## src/design/dte_ram.sv

```systemverilog
// ----------------------------------------------------------------------------
// dte_ram: generic single write port, single read port RAM
// One write and one registered read per cycle; read data holds while the
// read enable is low.
// ----------------------------------------------------------------------------
module dte_ram #(
	parameter int WIDTH = 8,
	parameter int DEPTH = 256
) (
	input  logic                     clk,
	input  logic                     we,
	input  logic [$clog2(DEPTH)-1:0] waddr,
	input  logic [WIDTH-1:0]         wdata,
	input  logic                     re,
	input  logic [$clog2(DEPTH)-1:0] raddr,
	output logic [WIDTH-1:0]         rdata
);

	logic [WIDTH-1:0] mem_q [DEPTH];
	logic [WIDTH-1:0] rdata_q;

	// write port
	always_ff @(posedge clk) begin
		if (we) begin
			mem_q[waddr] <= wdata;
		end
	end

	// registered read port
	always_ff @(posedge clk) begin
		if (re) begin
			rdata_q <= mem_q[raddr];
		end
	end

	assign rdata = rdata_q;

endmodule

```

## config.mk

```make
export PLATFORM = sky130hd
export DESIGN_NAME = dte_ram
export DESIGN_NICKNAME = d
export VERILOG_FILES = /design/src/design/dte_ram.sv
export SDC_FILE = /design/constraint.sdc
export NUM_CORES = 2
export LEC_CHECK = 0
export BUFFER_PORTS_ARGS = -buffer_cell sky130_fd_sc_hd__buf_2
export CAP_MARGIN = 15
export CORE_MARGIN = 8
export CORE_UTILIZATION = 23
export CTS_CLUSTER_DIAMETER = 60
export DETAILED_ROUTE_END_ITERATION = 8
export PLACE_DENSITY_LB_ADDON = 0.15
export SETUP_SLACK_MARGIN = 0.2
export SLEW_MARGIN = 20
export SYNTH_ARGS = -nofsm -noshare
export SYNTH_HDL_FRONTEND = slang
export SYNTH_SLANG_ARGS = --single-unit
```

## constraint.sdc

```tcl
create_clock -name clk -period 3.2 [get_ports clk]
set_input_delay 0.96 -clock clk [delete_from_list [all_inputs] [get_ports clk]]
set_output_delay 0.96 -clock clk [all_outputs]
set_load 0.03 [all_outputs]
```

==> run_results.csv <==
group,metric,value,unit
timing,hold_slack,0.3662,ns
floorplan,rows,216,
pwr,internal-power,46.24,mW
pwr,ir_drop,0.4085,mV
critical_path,cp_cell_sequence,"buf_12 -> buf_4 -> buf_4 -> mux4_2 -> a22oi_1 -> a21oi_1 -> nor4_2 -> buf_4 -> nor4_2",
pwr,clkPwrFrac,0.441,
placement,place.gp.congestion,0.7466,
timing,slew_headroom,0.3913,
finish,final_cell_mix,"edfxtp_1 (2056), buf_4 (696), mux4_2 (454)",
finish,final.fill_count,34131,
clock_tree,clkTransAtPathRegs,0.06,ns
floorplan,io-pin-count,35,
grt,grt-ovfl-total,0,
critical_path,critPathCapture,"rdata[2]",
critical_path,setup.worst_path.start_class,"input pin",
clock_tree,hold_buffers,0,
drt,wl_per_cell,26.57,um
synthesis,yosys_warnings,0,
floorplan,die-area,365300,um^2
timing,slew_violations,0,
floorplan,die_y,604.4,um
finish,fin_nets,4598,
clock_tree,cts_htree_levels,4,
synthesis,synthArstFlopShare,0,
timing,period_minus_slack,2.968,ns
clock_tree,clock_latency,0.88,ns
pwr,p_per_area,598.8,nW/um^2
pwr,sequentialPowerShare,0.501,
pwr,power.leakage,31.61,nW
outcome,status,"finished clean",
clock_tree,cts-root-buf,"clkbuf_16",
placement,portBuffers,34,
clock_tree,cts_buffers,240,
critical_path,r2r_setup_slack,0.60,ns
drt,drtIter0Drc,2984,
drt,ant_nets,0,
clock_tree,max-clock-path-buffers,4,
floorplan,die_w,604.4,um
timing,worst_slew_pin_slew,0.9130,ns
grt,grt_max_degree,82,
critical_path,cp_slowest_cell,"mux4_2",
critical_path,cp_common_cell,"buf_4",
placement,dpl.hpwl,163300,um
drt,drc,0,
critical_path,setup.worst_path.end_class,"flip-flop",
grt,grt_pass1_vias,42614,
placement,placed_cell_area,91420,um^2
timing,max_freq,0.3369,GHz
synthesis,synth-main-ff-cell,"edfxtp_1",
finish,drive_gt1_frac,0.3495,
clock_tree,cts_tree,"built",
drt,totalWireLength,248500,um
finish,final_cells,9352,
timing,fin_crit_sh,0.9275,
finish,mostFrequentLayoutCell,"edfxtp_1",
critical_path,crit_start,"raddr[0]",
finish,final_util,0.2871,
grt,grt_antenna_before_repair,22,
timing,finalClockSkew,0.05124,ns
synthesis,syn-num-nets,3760,
drt,vias_per_cell,4.335,
placement,dpl.cell_count,8897,
synthesis,synth_cell_types,54,
drt,num_vias,40544,
critical_path,reg2reg_from,"mem_q[83][5]",
hold_path,min_path_type,"in -> reg",
critical_path,cp.arrival,3.61,ns
finish,design_area,99150,um^2
synthesis,syn-cell-area,79640,um^2
timing,rsz0062_at_grt,"false",
synthesis,synth_enable_flop_cells,2056,
grt,grt_pass1_wl,344900,um
critical_path,max_stage_delay,0.56,ns
synthesis,synth_seq_cells,2056,
synthesis,yosysSeqAreaShare,0.7753,
timing,setup_ws,0.2319,ns
drt,dr.pass1.iters,7,
floorplan,start_util,0.2306,
critical_path,rr_endpoint,"rdata[5]",
timing,hold_viol_final,0,
critical_path,reg2reg_depth,7,
clock_tree,cts.sinks,2056,
timing,setup_violations,0,
flow_run,cap_violations,0,
grt,grt_use_total,0.1326,
synthesis,netlist_instances,3733,
critical_path,crit_fanout,14,
critical_path,worstSetupPathType,"in -> reg",
finish,multiInputGateArea,16670,um^2
pwr,power_frac_comb,0.058,
finish,regArea,61740,um^2
hold_path,hold_path_depth,1,
critical_path,required,3.84,ns
placement,place_ws,-1.162,ns
finish,syn_to_final_growth,24.50,%
floorplan,core,345400,um^2
synthesis,syn_avg_cell_area,21.33,um^2
pwr,switching_share,0.2211,
pwr,p_switching,13.13,mW
-- metrics by stage --
| stage | TNS, ns | power [mW] |
|---|---|---|
| 5_1_grt | 0 | 61.33 |
| 4_1_cts | 0 | 60.28 |
| 3_5_place_dp | -7.459 | 33.81 |
| 2_1_floorplan | 0 | 31.76 |
| 3_3_place_gp | -9.174 | 33.79 |
| 6_report | 0 | 59.37 |
-- logic make-up (layout without fill, tap and decap cells) --
kind of cell | after synthesis | in the layout | synth area share
muxes | 591 | 591 | 0.1460
other | 0 | 13 | 0
DFF | 2056 | 2056 | 0.7753
AOI/OAI and AO/OA | 385 | 385 | 0.03416
buffers and inverters | 235 | 1263 | 0.01829
and+or+nand+nor | 466 | 466 | 0.02625
-- power groups by stage --
| stage | Sequential [mW] | Clock [mW] | Combinational, mW |
|---|---|---|---|
| 6_report | 29.7 | 26.2 | 3.44 |
| 5_1_grt | 29.7 | 28.0 | 3.67 |
| 4_1_cts | 29.7 | 27.0 | 3.54 |
| 3_5_place_dp | 30.3 | 0 | 3.52 |
| 3_3_place_gp | 30.3 | 0 | 3.51 |
| 2_1_floorplan | 30.3 | 0 | 1.45 |
-- worst max-delay path, delay by kind of cell --
kind	cells	cell delay, ns
AO/OA/AOI/OAI	2	0.75
buffers and inverters	4	0.89
multiplexers	1	0.56
AND/OR/NAND/NOR	2	0.41
-- sequential cells by signal, indices dropped and copies added, names as in the netlist --
register	count
rdata	8
mem_q	2048
-- final cells by class --
class	count	share of cell area
repair buffers	829	0.07573
multi-input cells	1442	0.1681
flip-flops and latches	2056	0.6227
inverters	2	0.00007572
diodes	13	0.0003281
clock buffers	293	0.06301
well taps	4578	0.05777
clock inverters	139	0.01223
-- worst min-delay path by stage --
| stage | end | slack [ns] | startpoint |
|---|---|---|---|
| floorplan | rdata[3] | 0.86 | mem_q[40][3] |
| global placement | rdata[1] | 1.20 | mem_q[60][1] |
| detailed placement | rdata[0] | 1.19 | mem_q[61][0] |
| CTS | mem_q[86][4] | 0.28 | wdata[4] |
| global route | mem_q[86][4] | 0.30 | wdata[4] |
| finish | mem_q[86][4] | 0.37 | wdata[4] |
-- routing by layer --
metal  vias up  global-route usage  wire [um]
li1      17454                   -          -
met1     21784              0.1808     110600
met2       939              0.2185     119300
met3       365             0.01921      10840
met4         2             0.04142       7786
met5         -                   0         13
-- cells in the mapped netlist, drive strengths merged (2+ instances only) --
| library cell | n | area share |
|---|---|---|
| a2111oi | 5 | 0.00066 |
| a211oi | 16 | 0.0015 |
| a21oi | 96 | 0.0060 |
| a221oi | 14 | 0.0016 |
| a22o | 8 | 0.00088 |
| a22oi | 133 | 0.013 |
| a311oi | 2 | 0.00022 |
| a31oi | 2 | 0.00016 |
| and2 | 6 | 0.00047 |
| and3b | 2 | 0.00022 |
| buf | 122 | 0.013 |
| clkbuf | 111 | 0.0052 |
| edfxtp | 2056 | 0.78 |
| mux2i | 134 | 0.017 |
| mux4 | 456 | 0.13 |
| nand2 | 33 | 0.0016 |
| nand2b | 8 | 0.00063 |
| nand3 | 34 | 0.0021 |
| nand3b | 2 | 0.00019 |
| nand4 | 10 | 0.00079 |
| nor2 | 282 | 0.013 |
| nor2b | 31 | 0.0024 |
| nor3 | 22 | 0.0014 |
| nor4 | 27 | 0.0024 |
| o211ai | 10 | 0.00094 |
| o21ai | 12 | 0.00075 |
| o221ai | 47 | 0.0052 |
| o22a | 5 | 0.00055 |
| o22ai | 28 | 0.0022 |
| o32ai | 5 | 0.00064 |
| or2 | 4 | 0.00031 |
-- what timing repair did --
action                                  CTS  global route
endpoints found under the setup margin    5             8
resized for setup                        15            15
cloned                                    0             0
pin swaps                                 1             5
setup buffers                             0            10
No activity file was read; power rests on OpenSTA's default activity.
